File: src/rtl/bcd_pkg.sv
package bcd_pkg;

    localparam int MAX_DIM_DEF = 4096;
    localparam int DIM_W       = 13;
    localparam int CFG_IDX_W   = 2;
    localparam int IN_TDATA_W  = 152;
    localparam int OUT_TDATA_W = 56;

    localparam logic [1:0] FMT_BC1 = 2'd0;
    localparam logic [1:0] FMT_BC2 = 2'd1;
    localparam logic [1:0] FMT_BC3 = 2'd2;

    localparam logic [CFG_IDX_W-1:0] REG_BLOCK_FORMAT = 2'd0;
    localparam logic [CFG_IDX_W-1:0] REG_IMAGE_WIDTH  = 2'd1;
    localparam logic [CFG_IDX_W-1:0] REG_IMAGE_HEIGHT = 2'd2;

    localparam logic [DIM_W-1:0] WIDTH_RST  = 13'd4096;
    localparam logic [DIM_W-1:0] HEIGHT_RST = 13'd4096;

    typedef logic [7:0] chan_t;
    // channel 0 red, 1 green, 2 blue
    typedef chan_t [2:0] rgb_t;

    typedef struct packed {
        logic [1:0]        fmt;
        logic              four;
        rgb_t              e0;
        rgb_t              e1;
        chan_t             a0;
        chan_t             a1;
        logic              agt;
        logic [5:0][10:0]  anum7;
        logic [3:0][10:0]  anum5;
        logic [31:0]       cidx;
        logic [63:0]       abits;
        logic [23:0]       base;
        logic [11:0]       row0;
        logic [11:0]       col0;
    } expand_t;

    typedef struct packed {
        logic [1:0]        fmt;
        logic              four;
        rgb_t              e0;
        rgb_t              e1;
        logic [2:0][17:0]  num2;
        logic [2:0][17:0]  num3;
        rgb_t              mean;
        chan_t [7:0]       ramp;
        logic [31:0]       cidx;
        logic [63:0]       abits;
        logic [23:0]       base;
        logic [11:0]       row0;
        logic [11:0]       col0;
    } mix_t;

    typedef struct packed {
        logic [1:0]        fmt;
        logic              four;
        rgb_t [3:0]        pal;
        chan_t [7:0]       ramp;
        logic [31:0]       cidx;
        logic [63:0]       abits;
        logic [23:0]       base;
        logic [11:0]       row0;
        logic [11:0]       col0;
    } block_t;

    typedef struct packed {
        logic       active;
        logic [3:0] cnt;
    } seq_stat_t;

    function automatic chan_t expand5(input logic [4:0] v);
        logic [13:0] t;
        t = 14'(v) * 14'd527 + 14'd23;
        return t[13:6];
    endfunction

    function automatic chan_t expand6(input logic [5:0] v);
        logic [13:0] t;
        t = 14'(v) * 14'd259 + 14'd33;
        return t[13:6];
    endfunction

    // reciprocal multiply, exact for n below 256000
    function automatic chan_t div1000(input logic [17:0] n);
        logic [36:0] p;
        p = 37'(n) * 37'd268436;
        return p[35:28];
    endfunction

    function automatic chan_t div7(input logic [10:0] n);
        logic [22:0] p;
        p = 23'(n) * 23'd2341;
        return p[21:14];
    endfunction

    function automatic chan_t div5(input logic [10:0] n);
        logic [22:0] p;
        p = 23'(n) * 23'd3277;
        return p[21:14];
    endfunction

endpackage

File: src/rtl/bcd_mix.sv
module bcd_mix (
    input  logic             clk,
    input  logic             rst_n,
    input  logic             up_valid,
    output logic             up_ready,
    input  bcd_pkg::expand_t up_data,
    output logic             dn_valid,
    input  logic             dn_ready,
    output bcd_pkg::mix_t    dn_data
);
    import bcd_pkg::*;

    logic valid_reg;
    logic valid_next;
    logic load;
    mix_t data_reg;
    mix_t data_next;

    assign up_ready = !valid_reg || dn_ready;
    assign load     = up_valid && up_ready;
    assign dn_valid = valid_reg;
    assign dn_data  = data_reg;

    always_comb
    begin
        data_next.fmt  = up_data.fmt;
        data_next.four = up_data.four;
        data_next.e0   = up_data.e0;
        data_next.e1   = up_data.e1;
        for (int ch = 0; ch < 3; ch++)
        begin
            data_next.num2[ch] = 18'(up_data.e0[ch]) * 18'd667
                               + 18'(up_data.e1[ch]) * 18'd333;
            data_next.num3[ch] = 18'(up_data.e0[ch]) * 18'd333
                               + 18'(up_data.e1[ch]) * 18'd667;
            data_next.mean[ch] = 8'((9'(up_data.e0[ch]) + 9'(up_data.e1[ch])) >> 1);
        end
        data_next.ramp[0] = up_data.a0;
        data_next.ramp[1] = up_data.a1;
        if (up_data.agt)
        begin
            for (int k = 1; k <= 6; k++)
            begin
                data_next.ramp[k+1] = div7(up_data.anum7[k-1]);
            end
        end
        else
        begin
            for (int k = 1; k <= 4; k++)
            begin
                data_next.ramp[k+1] = div5(up_data.anum5[k-1]);
            end
            data_next.ramp[6] = 8'd0;
            data_next.ramp[7] = 8'd255;
        end
        data_next.cidx  = up_data.cidx;
        data_next.abits = up_data.abits;
        data_next.base  = up_data.base;
        data_next.row0  = up_data.row0;
        data_next.col0  = up_data.col0;
    end

    always_comb
    begin
        valid_next = valid_reg;
        if (dn_ready)
        begin
            valid_next = 1'b0;
        end
        if (load)
        begin
            valid_next = 1'b1;
        end
    end

    always_ff @(posedge clk or negedge rst_n)
    begin
        if (!rst_n)
        begin
            valid_reg <= 1'b0;
        end
        else
        begin
            valid_reg <= valid_next;
        end
    end

    always_ff @(posedge clk)
    begin
        if (load)
        begin
            data_reg <= data_next;
        end
    end

endmodule

File: config.mk
export PLATFORM = sky130hd
export DESIGN_NAME = bcd_mix
export DESIGN_NICKNAME = d
export VERILOG_FILES = /design/src/rtl/bcd_pkg.sv /design/src/rtl/bcd_mix.sv
export SDC_FILE = /design/constraint.sdc
export NUM_CORES = 2
export LEC_CHECK = 0
export ABC_CLOCK_PERIOD_IN_PS = 14000
export BUFFER_PORTS_ARGS = -buffer_cell sky130_fd_sc_hd__buf_4
export CORE_MARGIN = 10
export CORE_UTILIZATION = 59
export CTS_CLUSTER_DIAMETER = 120
export DETAILED_ROUTE_END_ITERATION = 10
export PLACE_DENSITY = 0.83
export SETUP_SLACK_MARGIN = 0.1
export SLEW_MARGIN = 25
export SYNTH_ARGS = -nofsm -noshare
export SYNTH_HDL_FRONTEND = slang
export SYNTH_SLANG_ARGS = --single-unit
File: constraint.sdc
create_clock -name clk -period 14 [get_ports clk]
set_clock_uncertainty 0.05 [all_clocks]
set_input_delay 1.4 -clock clk [delete_from_list [all_inputs] [get_ports clk]]
set_output_delay 1.4 -clock clk [all_outputs]
set_load 0.01 [all_outputs]
# Word-level counts from Yosys, hierarchy flattened
# Cells that the tools add are included.
# classes
n_addsub,9
mul,22
div_mod_pow,0
order_cmp,0
eq_ne,0
shift,0
mux,3
bitwise_logic,0
reduce_logical,4
# op_table
operator,count
$mul A11 B12 Y22 const B,10
$mul A8 B10 Y18 const B,6
$mul A8 B9 Y17 const B,6
$add A17 B18 Y18,3
$add A18 B17 Y18,3
$mux W32,1
$add A8 B8 Y9,3
$mux W1,2
$reduce_bool A2 Y1,1
$logic_and A1 B1 Y1,1
$logic_not A1 Y1,1
$logic_or A1 B1 Y1,1
# word_totals
ff_bits,392
latchBits,0
ram_bits,0
romBits,0
inputBits,326
out_inout_bits,393
n_memories,0

# Depth between registers and ports, before layout
# depth
word_depth,4
ltp_mapped,21

# Least setup slack after synthesis
# No wires, ideal clock.
# synth_path
kind,input to register
startpoint,input port dn_ready
endpoint,"register data_reg (netlist bit dn_data[0]), enable pin"
setup_ps,802
arrival_ps,10409
required_ps,13148
path_slack_ps,2739
cell_stages,2
n_path_buf,0
cell_sequence,nand2b_1 and2_1
# synth_between
elab_chain_len,2
# synth_rtl
element,line_no,rtl
"start, declared",bcd_mix.sv:8,"input logic dn_ready,"
$logic_or A1 B1 Y1,bcd_mix.sv:19,assign up_ready = !valid_reg || dn_ready;
$logic_and A1 B1 Y1,bcd_mix.sv:20,assign load = up_valid && up_ready;
net load,bcd_mix.sv:15,logic load;
"end signal, assigned",bcd_mix.sv:92,data_reg <= data_next;
"end, declared",bcd_mix.sv:16,mix_t data_reg;
# The timed path passes the listed nets, and every way through them passes these cells.
# A chain may end at the register's enable or synchronous reset.

==> flow_summary.ini <==
[outcome]
status = completed

[floorplan]
initial_core_util_pct = 59.5
dieArea_mm2 = 0.0880
die_w_um = 297
coreArea_mm2 = 0.0759
boundaryPins = 719
die_h_um = 297
rows = 101

[clock_network]
cts_hold_buf = 0
post_cts_resized = 0
cts_sinks = 389
clk_pin_slew_worst_paths_ns = 0.06
postCtsSetupBuffers = 0
clk_latency_ns = 0.58
cts_tree = yes
clk_path_buf_depth = 3
cts_root_buf = clkbuf_16
numCtsBuffers = 45
htree_levels = 2

[setup_path]
worst_path_max_delay_cell = fa_1
cpMostUsedCell = fa_1
crit_buf_inv = 5
worstRegToRegCells = 5
crit_fanout = 9
max_stage_delay_ns = 0.55
worstSetupStartpointType = input port
cp.required_ns = 14.30
crit_arrival_ns = 6.63
cpLargestDelayFamily = adder cells
critPathLaunch = up_data[300]
worstReg2RegStart = dn_valid$_DFFE_PN0P_
ff2ff_setup_slack_ns = 9.90
worst_setup_path_end_kind = flop
crit_path_end = dn_data[249]$_DFFE_PP_
crit_chain = buf_4 > inv_1 > ha_1 > inv_1 > fa_1 > fa_1 > fa_1 > inv_1 > fa_1 > inv_1 > fa_1 > ha_1 > nand3_1 > nand2_1 > a41o_1 > o41ai_2 > nor2_1 > a2111oi_2 > a21oi_1 > xnor2_1
r2r-end = dn_data[352]$_DFFE_PP_
crit_type = in2reg
cp.depth = 20

[cells_and_area]
drive_above_1_share_pct = 17.2
final_cell_mix = ha_1 (1,054), inv_1 (962), buf_4 (721), fa_1 (517), edfxtp_1 (388)
nFillCells = 5472
area_delta_synth_final_pct = 18.1
multi_input_area_mm2 = 0.0298
num-nets-final = 6588
instances_no_fill = 5814
layout.cells.most_common = ha_1
regArea_mm2 = 0.0117

[placement]
portBuffers = 718
hpwl_mm = 103
gp_congestion = 0.931
place_inst = 5674

[global_route]
antenna_found_initial = 51
first_global_vias = 34196
grt_max_degree = 172
grt_usage_pct = 27.5
grt_pass1_wl_mm = 187
overflow = 0

[logic_synthesis]
ys_top_cells_by_area = ha_1 (29%), edfxtp_1 (26%), fa_1 (23%)
synthCells = 3933
synth-seq-cells = 389
synth_cell_type_count = 66
syn-cell-area_mm2 = 0.0452
yosys_warnings = 0
synth_area_per_cell_um2 = 11.5
syn_nets = 5830
async_flop_share_pct = 0.257
seq_area_frac_synth_pct = 25.9
ys_dominant_reg_cell = edfxtp_1
yosysTopAreaCell = ha_1
synth_top_area_share_pct = 29.2
synth_edf_count = 388

[sta]
max_clock_freq_ghz = 0.158
finalCritPeriodShare_pct = 45.2
slew_headroom_pct = 29.5
fin_crit_ns = 6.33
finalSetupViolCount = 0
fin_setup_tns_ns = 0
worst_slew_pin_slew_ns = 1.06
final_hold_viol_count = 0
rsz0062_at_grt = no
final_max_slew_viol_count = 0

[drt]
drc = 0
post_drt_via_cell_ratio = 5.39
dr.pass1.iters = 5
drtIter0Drc = 1520
wl_per_cell_um = 21.1
wl_mm = 123
vias = 31320
ant_nets = 0

[run]
cap_violations = 0

[pwr]
ir_worst_vdd_uv = 258
power_density_mw_per_mm2 = 194
power.leakage_nw = 27.8
totalPowerFinal_mw = 10.3

[min_path]
holdCritPathClass = in2async
## kinds of logic (layout without fill, tap and decap cells)
logic type	after synthesis	after routing	share of synthesized area (%)
XOR/XNOR	190	190	3.69
other	0	57	0
adder cells (fa/ha/maj)	1571	1571	52.1
AND/OR/NAND/NOR	393	393	4.21
flip-flops	389	389	25.9
multiplexers	8	8	0.183
buffers and inverters	974	1768	8.12
AO/OA/AOI/OAI	408	408	5.81
## registers in the layout, indices dropped and copies added (netlist names)
name,flops
dn_valid,1
dn_data,388
## per-layer routing
| layer | routed length (µm) | part of all wire [%] | global-route usage [%] | vias up |
|---|---|---|---|---|
| met5 | 13 | 0.011 | 0 | - |
| met4 | 8350 | 6.8 | 17.9 | 2 |
| met3 | 7510 | 6.1 | 4.25 | 294 |
| met2 | 62600 | 51 | 48.4 | 930 |
| met1 | 44000 | 36 | 30.9 | 15377 |
| li1 | - | - | - | 14717 |
## power by group
group          switching [mW]  internal, mW  total [mW]
clock                   0.525         0.602        1.13
combinational            4.10          3.18        7.28
sequential             0.0906          1.84        1.93
## Yosys cell counts, drive strengths merged, types with 3 or more instances
library cell / number
a21o: 54
nand2b: 16
o21ai: 67
edfxtp: 388
nand2: 82
nor2: 97
xor2: 56
or3: 5
nand4: 14
a211o: 7
fa: 517
a41o: 3
or2: 16
a221oi: 3
nand4b: 3
a2111oi: 4
a211oi: 19
o211ai: 10
a31o: 6
buf: 5
xnor2: 134
inv: 963
nand3: 52
nor4: 4
o21a: 15
o31ai: 9
o21bai: 17
o31a: 4
nor2b: 7
clkbuf: 6
a21boi: 4
and2: 6
ha: 1054
nor3: 55
a31oi: 34
and3: 25
a21oi: 130
nand3b: 6
mux2i: 6
o2111ai: 3
## how the worst min path moves through the flow
stage,end,from,depth (start not counted),slack (ns)
global route,dn_valid$_DFFE_PN0P_,rst_n,1,0.50
CTS,dn_valid$_DFFE_PN0P_,rst_n,1,0.50
detailed placement,dn_valid$_DFFE_PN0P_,dn_valid$_DFFE_PN0P_,2,0.58
finish,dn_valid$_DFFE_PN0P_,rst_n,1,0.53
global placement,dn_valid$_DFFE_PN0P_,dn_valid$_DFFE_PN0P_,2,0.57
floorplan,dn_valid$_DFFE_PN0P_,dn_valid$_DFFE_PN0P_,2,0.57
## worst reg2reg max path: stages (launching register included)
cell and delay (ns):
dfrtp_1 0.38, nand2b_1 0.19, and2_4 0.43, buf_4 0.81, buf_4 0.88, buf_12 0.74
## metrics by stage
step	util, %	cell area (µm²)	hold slack, ns	worst slack, ns
floorplan	-	45200	0.572	2.74
CTS	70.0	53200	0.503	7.75
global placement	68.2	51800	0.574	7.26
detailed placement	68.2	51800	0.578	7.11
finish	70.2	53300	0.533	7.67
global route	70.2	53300	0.502	7.49
## cell type report
cell class                      count  share of cell area [%]
Multi-Input combinational cell   2570                    55.9
Sequential cell                   389                    21.9
Timing Repair Buffer              722                    10.2
Inverter                          963                    6.78
Tap cell                         1030                    2.42
Clock buffer                       55                    2.18
Clock inverter                     28                   0.401
Antenna cell                       57                   0.267
No activity file was read; power rests on OpenSTA's default activity.
