File: config.mk
export PLATFORM = sky130hd
export DESIGN_NAME = bcd_palette
export DESIGN_NICKNAME = d
export VERILOG_FILES = /design/src/rtl/bcd_pkg.sv /design/src/rtl/bcd_palette.sv
export SDC_FILE = /design/constraint.sdc
export NUM_CORES = 1
export LEC_CHECK = 0
export BUFFER_PORTS_ARGS = -buffer_cell sky130_fd_sc_hd__buf_2
export CORE_ASPECT_RATIO = 1.2
export CORE_MARGIN = 2
export CORE_UTILIZATION = 25
export CTS_CLUSTER_SIZE = 30
export DETAILED_ROUTE_END_ITERATION = 7
export MAX_ROUTING_LAYER = met4
export SLEW_MARGIN = 10
export SYNTH_ARGS = -nofsm -noshare
export SYNTH_HDL_FRONTEND = slang
export SYNTH_SLANG_ARGS = --single-unit
File: constraint.sdc
create_clock -name clk -period 8 [get_ports clk]
set_input_delay 2 -clock clk [delete_from_list [all_inputs] [get_ports clk]]
set_output_delay 2 -clock clk [all_outputs]
set_load 0.005 [all_outputs]
File: src/rtl/bcd_pkg.sv
package bcd_pkg;

    localparam int MAX_DIM_DEF = 4096;
    localparam int DIM_W       = 13;
    localparam int CFG_IDX_W   = 2;
    localparam int IN_TDATA_W  = 152;
    localparam int OUT_TDATA_W = 56;

    localparam logic [1:0] FMT_BC1 = 2'd0;
    localparam logic [1:0] FMT_BC2 = 2'd1;
    localparam logic [1:0] FMT_BC3 = 2'd2;

    localparam logic [CFG_IDX_W-1:0] REG_BLOCK_FORMAT = 2'd0;
    localparam logic [CFG_IDX_W-1:0] REG_IMAGE_WIDTH  = 2'd1;
    localparam logic [CFG_IDX_W-1:0] REG_IMAGE_HEIGHT = 2'd2;

    localparam logic [DIM_W-1:0] WIDTH_RST  = 13'd4096;
    localparam logic [DIM_W-1:0] HEIGHT_RST = 13'd4096;

    typedef logic [7:0] chan_t;
    // channel 0 red, 1 green, 2 blue
    typedef chan_t [2:0] rgb_t;

    typedef struct packed {
        logic [1:0]        fmt;
        logic              four;
        rgb_t              e0;
        rgb_t              e1;
        chan_t             a0;
        chan_t             a1;
        logic              agt;
        logic [5:0][10:0]  anum7;
        logic [3:0][10:0]  anum5;
        logic [31:0]       cidx;
        logic [63:0]       abits;
        logic [23:0]       base;
        logic [11:0]       row0;
        logic [11:0]       col0;
    } expand_t;

    typedef struct packed {
        logic [1:0]        fmt;
        logic              four;
        rgb_t              e0;
        rgb_t              e1;
        logic [2:0][17:0]  num2;
        logic [2:0][17:0]  num3;
        rgb_t              mean;
        chan_t [7:0]       ramp;
        logic [31:0]       cidx;
        logic [63:0]       abits;
        logic [23:0]       base;
        logic [11:0]       row0;
        logic [11:0]       col0;
    } mix_t;

    typedef struct packed {
        logic [1:0]        fmt;
        logic              four;
        rgb_t [3:0]        pal;
        chan_t [7:0]       ramp;
        logic [31:0]       cidx;
        logic [63:0]       abits;
        logic [23:0]       base;
        logic [11:0]       row0;
        logic [11:0]       col0;
    } block_t;

    typedef struct packed {
        logic       active;
        logic [3:0] cnt;
    } seq_stat_t;

    function automatic chan_t expand5(input logic [4:0] v);
        logic [13:0] t;
        t = 14'(v) * 14'd527 + 14'd23;
        return t[13:6];
    endfunction

    function automatic chan_t expand6(input logic [5:0] v);
        logic [13:0] t;
        t = 14'(v) * 14'd259 + 14'd33;
        return t[13:6];
    endfunction

    // reciprocal multiply, exact for n below 256000
    function automatic chan_t div1000(input logic [17:0] n);
        logic [36:0] p;
        p = 37'(n) * 37'd268436;
        return p[35:28];
    endfunction

    function automatic chan_t div7(input logic [10:0] n);
        logic [22:0] p;
        p = 23'(n) * 23'd2341;
        return p[21:14];
    endfunction

    function automatic chan_t div5(input logic [10:0] n);
        logic [22:0] p;
        p = 23'(n) * 23'd3277;
        return p[21:14];
    endfunction

endpackage

File: src/rtl/bcd_palette.sv
module bcd_palette (
    input  logic            clk,
    input  logic            rst_n,
    input  logic            up_valid,
    output logic            up_ready,
    input  bcd_pkg::mix_t   up_data,
    output logic            dn_valid,
    input  logic            dn_ready,
    output bcd_pkg::block_t dn_data
);
    import bcd_pkg::*;

    logic   valid_reg;
    logic   valid_next;
    logic   load;
    block_t data_reg;
    block_t data_next;

    assign up_ready = !valid_reg || dn_ready;
    assign load     = up_valid && up_ready;
    assign dn_valid = valid_reg;
    assign dn_data  = data_reg;

    always_comb
    begin
        data_next.fmt    = up_data.fmt;
        data_next.four   = up_data.four;
        data_next.pal[0] = up_data.e0;
        data_next.pal[1] = up_data.e1;
        for (int ch = 0; ch < 3; ch++)
        begin
            if (up_data.four)
            begin
                data_next.pal[2][ch] = div1000(up_data.num2[ch]);
                data_next.pal[3][ch] = div1000(up_data.num3[ch]);
            end
            else
            begin
                // three-colour mode: mean and black
                data_next.pal[2][ch] = up_data.mean[ch];
                data_next.pal[3][ch] = 8'd0;
            end
        end
        data_next.ramp  = up_data.ramp;
        data_next.cidx  = up_data.cidx;
        data_next.abits = up_data.abits;
        data_next.base  = up_data.base;
        data_next.row0  = up_data.row0;
        data_next.col0  = up_data.col0;
    end

    always_comb
    begin
        valid_next = valid_reg;
        if (dn_ready)
        begin
            valid_next = 1'b0;
        end
        if (load)
        begin
            valid_next = 1'b1;
        end
    end

    always_ff @(posedge clk or negedge rst_n)
    begin
        if (!rst_n)
        begin
            valid_reg <= 1'b0;
        end
        else
        begin
            valid_reg <= valid_next;
        end
    end

    always_ff @(posedge clk)
    begin
        if (load)
        begin
            data_reg <= data_next;
        end
    end

endmodule

-- Yosys cells after proc, flatten, opt, wreduce, memory -nomap -nowiden
Cells that the tools add are included.
- div/mod/pow operators: 0
- equality and inequality tests: 0
- multipliers: 6
- bitwise logic cells: 0
- $lt $le $gt $ge: 0
- mux-type cells: 5
- reductions and logical operators: 4
- add/sub/neg operators: 0
- shift operators: 0
- operator list (cell ; count):
    $mul 18x17->34 const B ; 6
    $mux 8 ; 3
    $mux 1 ; 2
    $reduce_bool 2->1 ; 1
    $logic_and 1x1->1 ; 1
    $logic_not 1->1 ; 1
    $logic_or 1x1->1 ; 1
- RAM bits: 0
- output and inout port bits: 309
- register bits after elaboration: 308
- logic and storage cells: 43
- ROM bits: 0
- memories: 0
- latch bits: 0
- bits of input ports: 395

-- Logic depth before layout (Yosys ltp)
- word-level depth: 4
- gate-level depth with buffers: 20
- depth with buffers taken out: 20

-- Worst setup path before layout
OpenSTA, ideal clock, no wires.
- kind: input to register
- from: input port dn_ready
- to: register data_reg (netlist bit dn_data[0]) (enable)
- cell stages on the path: 2
- data arrival time: 9.134 ns
- path slack: -1.843 ns
- cells stage by stage: nand2b_1 and2_1
- longest elaborated chain between the ends: 2
- RTL lines (what ; line ; source):
    start: declaration ; bcd_palette.sv:8 ; input logic dn_ready,
    $logic_or 1x1->1 ; bcd_palette.sv:19 ; assign up_ready = !valid_reg || dn_ready;
    $logic_and 1x1->1 ; bcd_palette.sv:20 ; assign load = up_valid && up_ready;
    net load ; bcd_palette.sv:15 ; logic load;
    end signal: assignment ; bcd_palette.sv:81 ; data_reg <= data_next;
    end: declaration ; bcd_palette.sv:16 ; block_t data_reg;
The timed path passes the listed nets, and every way through them passes these cells.
A chain may end at the register's enable or synchronous reset.

==> summary.md <==
| Metric | Value |
|---|---|
| Slew HR | `between 30% and 40%` |
| Syn Inst Count | `~2600` |
| Combinational share of power | `a little over half` |
| Total congestion overflow | `0` |
| Largest family of logic cells by synthesized area | `adder cells` |
| Postcts setup bufs | `0` |
| Die X-Extent | `around 330 um` |
| First-pass iteration count of the detailed router | `5` |
| Setup TNS | `0 ns` |
| I/O pins | `~700` |
| Worst setup EP type | `flop` |
| CP Class | `input port to flop` |
| Gp weighted congestion | `around 1.0` |
| PnR worst setup slack | `between 1 and 1.5 ns` |
| Tmin final | `roughly 6.8 ns` |
| Share of cells above drive strength 1 | `23.2%` |
| Dpl hpwl | `89.3 mm` |
| Static leakage power | `19.9 nW` |
| Post-synthesis net count | `about 4200` |
| R2r endpoint | `dn_data[274]` |
| Fraction of synthesized area in multiplexers | `less than 1%` |
| Pwr dens | `roughly 220 nW/um^2` |
| Most common flop cell mapped by yosys | `edfxtp_1` |
| Post-synth EDFFs | `approximately 300` |
| Filler cell count | `12671` |
| CTS resizes | `0` |
| Site Rows | `141` |
| Post-layout instance area | `approximately 38000 um^2` |
| Slowest stage delay, CP | `~0.53 ns` |
| Syn Area/Cell | `approximately 12 um^2` |
| Mapped Area | `slightly above 30000 um^2` |
| Worst-Margin Slew | `1.04 ns` |
| CTS buffer count | `37` |
| Die Height | `slightly below 400 um` |
| CP Data Arrival Time | `about 7.1 ns` |
| Switch share | `between 40% and 50%` |
| Switching power | `about 3.4 mW` |
| Hold path start | `dn_valid` |
| Slowest cell on the critical path | `fa_1` |
| CP Buf/Inv Count | `5` |
| Worst vdd ir | `approximately 0.00014 V` |
| Worst hold endpoint | `dn_valid` |
| Clk network pwr share | `between 20% and 30%` |
| CP Data Required Time | `about 8.3 ns` |
| DIE AREA | `around 130000 um^2` |
| Maxcap violations | `0` |
| Placed inst area | `36700 um^2` |
| Status | `finished, final reports clean` |
| Clock Tree Root | `clkbuf_16` |
| Placement Setup Slack | `0.601 ns` |
| R2r worst-path depth | `3` |
| Cell Chain, Critical Path | `buf_2 -> ha_1 -> ha_1 -> fa_1 -> inv_1 -> fa_1 -> inv_1 -> fa_1 -> inv_1 -> fa_1 -> inv_1 -> ha_1 -> a21oi_1 -> nor2_1 -> o41ai_1 -> nand3_1 -> o221ai_1 -> o21ai_1 -> a21oi_2 -> xnor2_1 -> mux2_2` |
| Post-synthesis sequential area ratio | `between 20% and 30%` |
| Number of DRC markers in iteration 0 | `1074` |
| Clock Path Buffers | `3` |
| Fmax | `roughly 0.15 GHz` |
| Port Buffers | `703` |
| Reg clk slew, reported paths | `~0.070 ns` |
| Core area | `about 120000 um^2` |
| Unrepaired setup endpoints after global routing | `no` |
| Clock Skews | `0.0308 ns` |
| Drt total wl | `around 100 mm` |
| Worst-path maximum fanout | `6` |
| Largest net degree at the start of global routing | `approximately 160` |
| Initial antenna violation count | `slightly above 50` |
| Tightest Hold Check Type | `flop to flop` |
| Initial Utilization | `25.2%` |
| Period utilisation layout | `a little over four fifths` |
| Via/cell ratio | `4.31` |
| Worst reg2reg setup slack | `about 5.4 ns` |
| TritonCTS clock tree | `built` |
| Seq pwr share | `a little under a quarter` |
| Total GRT Usage | `16.4%` |
| Post-synthesis adder-cell area fraction | `a little over half` |
| Via count | `approximately 22000` |
| Hold Buf Count CTS | `0` |
| Final #Nets | `a little under 5000` |
| WL per Instance | `20.1 um` |
| Drt drc | `0` |
| First-pass GRT wire length | `about 150 mm` |
| Worst path top cell family by delay | `adder cells` |
| Layout area overhead | `22.2%` |
| Compound-cell area share of the yosys netlist | `under 10%` |
| Final ANT Viol Nets | `0` |
| Seq cells post-synth | `308` |
| Clk Latency, worst-skew pair | `between 0.6 and 0.7 ns` |
| Max Slew Vio Count | `0` |
| Reg2reg start | `dn_valid` |
| Internal | `between 4 and 5 mW` |
| Fraction of registers with async set/reset | `less than 1%` |
| Endpoints failing hold | `0` |
| Simple-gate portion of the synthesized area | `3.26%` |
| Final setup fails | `0` |
| H-tree depth | `2` |
| Sink Count | `slightly above 300` |
| Hold path cells | `2` |
| Synth cell types | `slightly below 60` |
| Syn. warnings | `0` |
| Xor and xnor area share after synthesis | `less than 1%` |
| Critical Path Start Type | `input port` |
| Vias in the first global route | `roughly 23000` |
[area by class of cell]
cell class	instances	area, um^2	area share, %
Multi-Input combinational cell	1598	19200	50.4
Sequential cell	308	9240	24.3
Timing Repair Buffer	709	3580	9.40
Inverter	717	2690	7.07
Tap cell	1644	2060	5.41
Clock buffer	43	948	2.49
Clock inverter	20	310	0.816
Antenna cell	21	52.6	0.138
[metrics by stage]
step | util (%) | hold WS [ns] | instances | total power, mW
6_report | 30.9 | 0.597 | 5060 | 8.29
5_1_grt | 30.8 | 0.645 | 5057 | 9.28
4_1_cts | 30.8 | 0.600 | 5039 | 8.48
3_5_place_dp | 29.8 | 0.584 | 4976 | 6.58
3_3_place_gp | 29.8 | 0.595 | 4976 | 6.46
2_1_floorplan | - | 0.537 | 2629 | 5.14
[cell families after synthesis]
family,Yosys count
fa+ha+maj,1140
buf+inv,723
flops,308
compound gates,221
simple gates,200
xor+xnor,23
mux,14
[cells in the mapped netlist (3+ instances only)]
cell type | number | area, um^2
or3_1 | 5 | 31.3
a31oi_1 | 3 | 18.8
fa_1 | 276 | 5530
nand2_1 | 40 | 150
o21a_1 | 16 | 120
a21oi_1 | 68 | 340
o211ai_1 | 6 | 45.0
clkbuf_1 | 6 | 22.5
nand4_1 | 18 | 113
a311oi_1 | 4 | 35.0
xor2_1 | 12 | 105
a211oi_1 | 8 | 60.1
a21o_1 | 32 | 240
nand2b_1 | 11 | 68.8
o2111ai_1 | 3 | 26.3
o21bai_1 | 3 | 22.5
and2_1 | 4 | 25.0
o21ai_0 | 35 | 175
nand4b_1 | 3 | 26.3
xnor2_1 | 11 | 96.3
nor2_1 | 41 | 154
ha_1 | 864 | 10800
nor3_1 | 25 | 125
a21boi_0 | 6 | 45.0
nor4_1 | 3 | 18.8
and3_1 | 6 | 37.5
or2_2 | 3 | 18.8
and4_1 | 4 | 35.0
inv_1 | 717 | 2690
nand3_1 | 22 | 110
mux2_2 | 12 | 135
a31o_2 | 3 | 26.3
nor3b_1 | 4 | 30.0
edfxtp_1 | 307 | 9220
o31ai_1 | 6 | 45.0
nor2b_1 | 9 | 56.3
[tightest hold or removal path, stage by stage, from the launching register on]
cell and delay, ns:
dfrtp_1 0.34, nand2b_1 0.13, nand2b_1 0.09
[layout by cell type (no fill, tap or decap), types with 35 or more instances in the layout]
master     Yosys  routed
inv_1        717     716
nand2_1       40      40
o21ai_0       35      35
edfxtp_1     307     307
ha_1         864     864
clkbuf_16      0      37
a21oi_1       68      68
nor2_1        41      41
fa_1         276     276
buf_2          0     703
[power groups by stage]
stage / clock network (mW) / registers (mW) / logic [mW]
after global routing: 1.94 / 1.99 / 5.35
after floorplan: 0 / 2.01 / 3.13
after detailed placement: 0 / 2.02 / 4.56
final: 1.81 / 1.98 / 4.50
after CTS: 1.88 / 1.98 / 4.61
after global placement: 0 / 2.02 / 4.45
[registers in the layout, indices dropped and copies added (netlist names)]
register,count
dn_valid,1
dn_data,307
[per-layer routing]
layer	vias up	share of wire, %	track usage [%]
li1	10348	-	-
met1	10545	38	17.7
met4	0	3.9	5.26
met3	181	6.3	3.51
met5	-	0	-
met2	722	52	29.8
[worst max path at each step]
stage,startpoint,endpoint,slack (ns),cells past startpoint
final,up_data[328],dn_data[278],1.21,21
after global placement,up_data[328],dn_data[278],0.61,21
after global routing,up_data[328],dn_data[278],0.98,21
after floorplan,up_data[328],dn_data[278],1.30,20
after detailed placement,up_data[328],dn_data[278],0.60,21
after CTS,up_data[328],dn_data[278],1.24,21
Note: power is estimated with default switching activity, not from simulation.
