### src/rtl/bcd_pkg.sv
package bcd_pkg;

    localparam int MAX_DIM_DEF = 4096;
    localparam int DIM_W       = 13;
    localparam int CFG_IDX_W   = 2;
    localparam int IN_TDATA_W  = 152;
    localparam int OUT_TDATA_W = 56;

    localparam logic [1:0] FMT_BC1 = 2'd0;
    localparam logic [1:0] FMT_BC2 = 2'd1;
    localparam logic [1:0] FMT_BC3 = 2'd2;

    localparam logic [CFG_IDX_W-1:0] REG_BLOCK_FORMAT = 2'd0;
    localparam logic [CFG_IDX_W-1:0] REG_IMAGE_WIDTH  = 2'd1;
    localparam logic [CFG_IDX_W-1:0] REG_IMAGE_HEIGHT = 2'd2;

    localparam logic [DIM_W-1:0] WIDTH_RST  = 13'd4096;
    localparam logic [DIM_W-1:0] HEIGHT_RST = 13'd4096;

    typedef logic [7:0] chan_t;
    // channel 0 red, 1 green, 2 blue
    typedef chan_t [2:0] rgb_t;

    typedef struct packed {
        logic [1:0]        fmt;
        logic              four;
        rgb_t              e0;
        rgb_t              e1;
        chan_t             a0;
        chan_t             a1;
        logic              agt;
        logic [5:0][10:0]  anum7;
        logic [3:0][10:0]  anum5;
        logic [31:0]       cidx;
        logic [63:0]       abits;
        logic [23:0]       base;
        logic [11:0]       row0;
        logic [11:0]       col0;
    } expand_t;

    typedef struct packed {
        logic [1:0]        fmt;
        logic              four;
        rgb_t              e0;
        rgb_t              e1;
        logic [2:0][17:0]  num2;
        logic [2:0][17:0]  num3;
        rgb_t              mean;
        chan_t [7:0]       ramp;
        logic [31:0]       cidx;
        logic [63:0]       abits;
        logic [23:0]       base;
        logic [11:0]       row0;
        logic [11:0]       col0;
    } mix_t;

    typedef struct packed {
        logic [1:0]        fmt;
        logic              four;
        rgb_t [3:0]        pal;
        chan_t [7:0]       ramp;
        logic [31:0]       cidx;
        logic [63:0]       abits;
        logic [23:0]       base;
        logic [11:0]       row0;
        logic [11:0]       col0;
    } block_t;

    typedef struct packed {
        logic       active;
        logic [3:0] cnt;
    } seq_stat_t;

    function automatic chan_t expand5(input logic [4:0] v);
        logic [13:0] t;
        t = 14'(v) * 14'd527 + 14'd23;
        return t[13:6];
    endfunction

    function automatic chan_t expand6(input logic [5:0] v);
        logic [13:0] t;
        t = 14'(v) * 14'd259 + 14'd33;
        return t[13:6];
    endfunction

    // reciprocal multiply, exact for n below 256000
    function automatic chan_t div1000(input logic [17:0] n);
        logic [36:0] p;
        p = 37'(n) * 37'd268436;
        return p[35:28];
    endfunction

    function automatic chan_t div7(input logic [10:0] n);
        logic [22:0] p;
        p = 23'(n) * 23'd2341;
        return p[21:14];
    endfunction

    function automatic chan_t div5(input logic [10:0] n);
        logic [22:0] p;
        p = 23'(n) * 23'd3277;
        return p[21:14];
    endfunction

endpackage

### src/rtl/bcd_pixel_seq.sv
module bcd_pixel_seq (
    input  logic                            clk,
    input  logic                            rst_n,
    input  logic [bcd_pkg::DIM_W-1:0]       img_w,
    input  logic [bcd_pkg::DIM_W-1:0]       img_h,
    input  logic                            blk_valid,
    output logic                            blk_ready,
    input  bcd_pkg::block_t                 blk,
    output logic                            m_tvalid,
    input  logic                            m_tready,
    output logic [bcd_pkg::OUT_TDATA_W-1:0] m_tdata,
    output logic                            m_tuser,
    output logic                            m_tlast,
    output bcd_pkg::seq_stat_t              stat
);
    import bcd_pkg::*;

    logic                   pix_last;
    logic [3:0]             pix_reg;
    logic [3:0]             pix_next;
    logic [23:0]            row_idx_reg;
    logic [23:0]            row_idx_next;
    logic                   out_valid_reg;
    logic                   out_valid_next;
    logic [OUT_TDATA_W-1:0] out_data_reg;
    logic                   out_user_reg;
    logic                   out_last_reg;
    logic                   emit;
    logic [1:0]             px;
    logic [1:0]             py;
    logic [23:0]            cur_row;
    logic [23:0]            pix_index;
    logic [11:0]            row;
    logic [11:0]            col;
    logic                   in_image;
    logic [15:0][1:0]       ci_arr;
    logic [15:0][3:0]       nib_arr;
    logic [15:0][2:0]       aix_arr;
    logic [1:0]             ci;
    rgb_t                   rgb;
    chan_t                  alpha;

    assign pix_last  = pix_reg == 4'd15;
    assign emit      = blk_valid && (!out_valid_reg || m_tready);
    assign blk_ready = emit && pix_last;

    assign px = pix_reg[1:0];
    assign py = pix_reg[3:2];

    assign cur_row   = (py == 2'd0) ? blk.base : row_idx_reg;
    assign pix_index = cur_row + 24'(px);
    assign row       = blk.row0 + 12'(py);
    assign col       = blk.col0 + 12'(px);
    assign in_image  = (13'(col) < img_w) && (13'(row) < img_h);

    assign ci_arr  = blk.cidx;
    assign nib_arr = blk.abits;
    assign aix_arr = blk.abits[63:16];
    assign ci      = ci_arr[pix_reg];
    assign rgb     = blk.pal[ci];

    always_comb
    begin
        unique case (blk.fmt)
            FMT_BC1:
            begin
                alpha = (!blk.four && ci == 2'd3) ? 8'd0 : 8'd255;
            end
            FMT_BC2:
            begin
                alpha = {nib_arr[pix_reg], nib_arr[pix_reg]};
            end
            default:
            begin
                alpha = blk.ramp[aix_arr[pix_reg]];
            end
        endcase
    end

    always_comb
    begin
        pix_next     = pix_reg;
        row_idx_next = row_idx_reg;
        if (emit)
        begin
            pix_next = pix_reg + 4'd1;
            if (px == 2'd3)
            begin
                row_idx_next = cur_row + 24'(img_w);
            end
        end
    end

    always_comb
    begin
        out_valid_next = out_valid_reg;
        if (m_tready)
        begin
            out_valid_next = 1'b0;
        end
        if (emit)
        begin
            out_valid_next = 1'b1;
        end
    end

    always_ff @(posedge clk or negedge rst_n)
    begin
        if (!rst_n)
        begin
            pix_reg       <= 4'd0;
            out_valid_reg <= 1'b0;
        end
        else
        begin
            pix_reg       <= pix_next;
            out_valid_reg <= out_valid_next;
        end
    end

    always_ff @(posedge clk)
    begin
        row_idx_reg <= row_idx_next;
        if (emit)
        begin
            out_data_reg <= {pix_index, alpha, rgb[2], rgb[1], rgb[0]};
            out_user_reg <= in_image;
            out_last_reg <= pix_last;
        end
    end

    assign m_tvalid    = out_valid_reg;
    assign m_tdata     = out_data_reg;
    assign m_tuser     = out_user_reg;
    assign m_tlast     = out_last_reg;
    assign stat.active = blk_valid;
    assign stat.cnt    = pix_reg;

endmodule

### config.mk
export PLATFORM = sky130hd
export DESIGN_NAME = bcd_pixel_seq
export DESIGN_NICKNAME = d
export VERILOG_FILES = /design/src/rtl/bcd_pkg.sv /design/src/rtl/bcd_pixel_seq.sv
export SDC_FILE = /design/constraint.sdc
export NUM_CORES = 1
export LEC_CHECK = 0
export ABC_CLOCK_PERIOD_IN_PS = 3500
export BUFFER_PORTS_ARGS = -buffer_cell sky130_fd_sc_hd__buf_2
export CAP_MARGIN = 20
export CELL_PAD_IN_SITES_DETAIL_PLACEMENT = 0
export CELL_PAD_IN_SITES_GLOBAL_PLACEMENT = 1
export CORE_MARGIN = 2
export CORE_UTILIZATION = 31
export DETAILED_ROUTE_END_ITERATION = 8
export PLACE_DENSITY = 0.85
export SLEW_MARGIN = 20
export SYNTH_ARGS = -nofsm -noshare
export SYNTH_HDL_FRONTEND = slang
export SYNTH_SLANG_ARGS = --single-unit
### constraint.sdc
create_clock -name clk -period 3.5 [get_ports clk]
set_input_delay 0.525 -clock clk [delete_from_list [all_inputs] [get_ports clk]]
set_output_delay 0.525 -clock clk [all_outputs]
set_load 0.01 [all_outputs]
Yosys cells after proc, flatten, opt, wreduce, memory -nomap -nowiden --
Index checks and enable logic that the tools add are counted.
Storage, ports and cells: register bits 87, bits of input ports 337
Cells by class: $add $sub $neg 5, $lt $le $gt $ge 5, eq/ne operators 4, mux-type cells 15, reductions and logical operators 11
Operator list (number):
- binary-select mux 24 bit (select 2 bit) | 1
- two-way mux 24 bit | 2
- < comparator 12 x 13 -> 1 bit | 2
- adder 12 x 2 -> 12 bit | 2
- adder 24 x 13 -> 24 bit | 1
- adder 24 x 2 -> 24 bit | 1
- binary-select mux 8 bit (select 3 bit) | 1
- binary-select mux 4 bit (select 4 bit) | 1
- two-way mux 8 bit | 2
- case mux 8 bit (2 select lines) | 1
- binary-select mux 3 bit (select 4 bit) | 1
- binary-select mux 2 bit (select 4 bit) | 1
- < comparator 4 x 5 -> 1 bit (second input constant) | 1
- adder 4 x 1 -> 4 bit (second input constant) | 1
- == test 2 bit (second input constant) | 2
- == test 4 bit (second input constant) | 1
- logical AND 1 bit | 4
- logical NOT 2 bit | 2
- < comparator 3 x 4 -> 1 bit (second input constant) | 1
- two-way mux 4 bit | 1
- < comparator 2 x 3 -> 1 bit (second input constant) | 1
- two-way mux 3 bit | 1
- == test 2 x 1 -> 1 bit (second input constant) | 1
- logical NOT 1 bit | 2
- 5 further kinds | 6

Depth between registers and ports, before layout --
depth after elaboration 6, depth in mapped cells 16, gate-level depth less buffers 13

Least setup slack after synthesis --
No wires, ideal clock.
path type in2reg, start point input port m_tready, end point register row_idx_reg[0], enable pin, arrival 3.382 ns, setup slack -0.261 ns, stages on the path 5, cells stage by stage nand2b_1 -> and2_1 -> clkbuf_1 -> nand2_1 -> inv_1
On the way: word-level cells in the longest chain between the ends 3
Ends and longest elaborated chain:
- from (decl) | RTL line bcd_pixel_seq.sv:10 | input logic m_tready,
- logical OR 1 bit | RTL line bcd_pixel_seq.sv:44 | assign emit = blk_valid && (!out_valid_reg || m_tready);
- logical AND 1 bit | RTL line bcd_pixel_seq.sv:44
- named net emit | RTL line bcd_pixel_seq.sv:28 | logic emit;
- AND reduction 2 bit (no source line)
- to (signal assigned) | RTL line bcd_pixel_seq.sv:123 | row_idx_reg <= row_idx_next;
- to (decl) | RTL line bcd_pixel_seq.sv:21 | logic [23:0] row_idx_reg;
The timed path passes the listed nets, and every way through them passes these cells. A chain may end at the register's enable or synchronous reset.

Worst setup path after layout --
start point register pix_reg[2], end point register out_data_reg[51] (netlist: m_tdata[51]) (data pin)
On the way: word-level cells in the longest chain between the ends 3
Ends and longest elaborated chain:
- from (decl) | RTL line bcd_pixel_seq.sv:19 | logic [3:0] pix_reg;
- from (signal assigned) | RTL line bcd_pixel_seq.sv:116 | pix_reg <= pix_next;
- logical NOT 2 bit | RTL line bcd_pixel_seq.sv:50 | assign cur_row = (py == 2'd0) ? blk.base : row_idx_reg;
- two-way mux 24 bit | RTL line bcd_pixel_seq.sv:50
- adder 24 x 2 -> 24 bit | RTL line bcd_pixel_seq.sv:51 | assign pix_index = cur_row + 24'(px);
- named net pix_index[19] | RTL line bcd_pixel_seq.sv:32 | logic [23:0] pix_index;
- to (signal assigned) | RTL line bcd_pixel_seq.sv:126 | out_data_reg <= {pix_index, alpha, rgb[2], rgb[1], rgb[0]};
- to (decl) | RTL line bcd_pixel_seq.sv:25 | logic [OUT_TDATA_W-1:0] out_data_reg;
The timed path passes the listed nets, and every way through them passes these cells.

==> reports/qor.txt <==
CTS tree = done
Mapped Area = 0.007625 mm2
Site row count = 57
Post-synth top area share = 32.29%
Initial antenna violation count = 6
Synth Area in Compound Gates = 9.501%
Layout cell share with drive strength beyond 1 = 49.21%
Synth cell count leaders = 82 x edfxtp_1, 60 x mux4_2, 54 x nand2_1
TNS Setup = 0 ns
Worst-path clk slew = 0.07 ns
Simple-gate share of the synthesized area = 11.27%
Htree depth = 3
Flops & latches, synth = 87
Fin crit period = 3.281 ns
Vias = 7,115
Highest Clock Rate = 304.8 MHz
VDD IR max = 487.8 uV
CP Cell Sequence = or2_4, nand2_1, nand2_2, ha_1, a21oi_1, a21o_1, or3b_1, or4_4, or2_4, nor4_4, xnor2_1
Die width = 160.8 um
Power per cell area = 800.2 mW/mm2
Post-DP HPWL = 23.05 mm
Total clock sinks = 87
Layout area overhead = 36.97%
Register area share after synthesis = 33.94%
Reg2reg end = m_tdata[51]
Largest family of logic cells by synthesized area = multiplexers
WL per Instance = 19.59 um
Worst path max stage delay = 0.57 ns
Outcome = completed
Port bufs = 401
Core area = 0.02425 mm2
Die ar. = 0.02587 mm2
Worst-Skew Late Latency = 0.35 ns
Routed wire length = 27.43 mm
Hold path start = blk_valid
Die Span Y = 160.8 um
Num ports = 402
Startpoint Class = flop
R2R cell count = 11
Number of enable flip-flop cells after synthesis = 82
Yosys cell types = 61
Hold/Removal Path Class = in -> reg
Post-synthesis mux area share = 25.66%
Total track usage = 20.31%
Count of filler cells inserted in the layout = 2,363
Final hold viol count = 0
Syn_area_per_cell = 11.45 um2
Leakage = 4.776 nW
Hold Path End = m_tvalid
First-pass GRT wire length = 39.70 mm
Clock skew = 0.004552 ns
RSZ-0062 raised after global routing = no
Root Buffer = clkbuf_16
Initial DRC Count = 499
Slowest-stage cell, CP = or4_4
Clock buffer depth = 2
Remaining DRCs = 0
Worst Path Arrival = 3.37 ns
Reg2reg start = pix_reg[2]
Antenna viol nets, final = 0
Asr flop ratio synth = 5.747%
Total power = 8.357 mW
Path type of the worst setup path = reg -> reg
Leading area contributor after synthesis = edfxtp_1
First-pass DRT Iterations = 7
Setup Fix Bufs, Post-CTS = 0
Largest net degree at the start of global routing = 62
Critical Path Most Common Cell = or2_4
Tcrit/Tclk final = 93.74%
Initial Utilization = 31.44%
Critical path required time = 3.59 ns
Max-slew violations = 0
Synth area leaders = edfxtp_1 32%, mux4_2 18%, ha_1 6.9%, mux2i_1 6.6%, xnor2_1 5.6%
Cell depth of the worst hold path = 2
Final Setup Violations = 0
Vias per cell = 5.082
Synthesized netlist cell count = 666
Yosys warning count = 0
Most common cell in the netlist = edfxtp_1
Least-Margin Pin Slew = 0.9598 ns
Max FO, Critical Path = 7
Grt total ovfl = 0
Max FFs per register = 56
Max cap viols = 0
Most used DFF post-synth = edfxtp_1
Vias in the first global route = 6,940
Placer Congestion = 0.9197
NumNets Final = 1,451
Crit end category = flop
Synthesized net count = 1,049
Slew headroom = 35.95%
Adder-cell share of the synthesized area = 7.942%
Post-CTS Resized = 0
TritonCTS Buffers = 9
XOR/XNOR share of the synthesized area = 7.351%
R2R setup slack = 0.22 ns
-- kinds of logic (layout without fill, tap and decap cells) --
logic type	after synthesis	count (layout)
multiplexers	119	119
adder cells (fa/ha/maj)	46	46
XOR/XNOR	64	64
other	0	3
flip-flops	87	87
AND/OR/NAND/NOR	172	172
AO/OA/AOI/OAI	102	102
buffers and inverters	76	483
-- worst max path at each step --
stage	startpoint	end	slack [ns]
floorplan	pix_reg[3]	m_tdata[51]	0.008
global placement	blk[26]	row_idx_reg[21]	0.20
detailed placement	blk[26]	row_idx_reg[21]	0.19
CTS	pix_reg[2]	m_tdata[51]	0.21
global route	pix_reg[2]	row_idx_reg[20]	0.03
finish	pix_reg[2]	m_tdata[51]	0.22
-- routing by layer --
| metal | vias up | GRT usage [%] | routed length [um] |
|---|---|---|---|
| li1 | 3339 | - | - |
| met1 | 3346 | 28.90 | 12280 |
| met2 | 378 | 30.94 | 12190 |
| met3 | 46 | 4.907 | 2407 |
| met4 | 6 | 5.641 | 503 |
| met5 | - | 0 | 41 |
-- through the flow --
step | instance area [um2] | util, % | worst slack (ns) | std cells | hold slack [ns]
final | 10440 | 43.07 | 0.2192 | 1400 | 0.3883
after global routing | 10440 | 43.05 | 0.03215 | 1398 | 0.4071
after detailed placement | 10110 | 41.71 | 0.1891 | 1380 | 0.3691
after floorplan | 7651 | - | 0.007781 | 666 | 0.2294
after CTS | 10440 | 43.04 | 0.2073 | 1397 | 0.3841
after global placement | 10110 | 41.71 | 0.2037 | 1380 | 0.3637
-- where the power goes --
group	internal (mW)	total, mW	switching, mW	leakage (nW)
clock network	0.572	1.05	0.478	0.148
registers	1.69	1.84	0.148	0.826
logic	2.65	5.47	2.81	3.80
-- cells in the final DEF, fill, tap and decap left out, drive strengths merged, types with 14 or more instances in the layout --
cell    netlist  final
nand2        54     54
edfxtp       82     82
nand3        14     14
mux4         60     60
ha           42     42
nor2         40     40
buf          25    423
xor2         15     15
o21ai        20     20
mux2i        50     50
xnor2        49     49
inv          43     47
-- worst max-delay path: cells and delay by family, from the launching register on --
family	cells	cell delay [ns]
AO/OA/AOI/OAI	2	0.28
flip-flops	1	0.46
adder cells (fa/ha/maj)	1	0.29
XOR/XNOR	1	0.08
AND/OR/NAND/NOR	7	1.91
-- repair_timing --
| action | in CTS | in global routing |
|---|---|---|
| endpoints found under the hold margin | 5 | 0 |
| endpoints found under the setup margin | 0 | 0 |
| hold buffers | 1 | 0 |
-- final cells by class --
cell class                      count  area [um2]  share of cell area, %
Clock inverter                      7       87.58                 0.8386
Tap cell                          324       405.4                  3.882
Timing Repair Buffer              424        2232                  21.37
Sequential cell                    87        2591                  24.81
Inverter                           43       161.4                  1.545
Antenna cell                        3       7.507                0.07188
Clock buffer                        9       225.2                  2.156
Multi-Input combinational cell    503        4733                  45.32
Note: power is estimated with default switching activity, not from simulation.
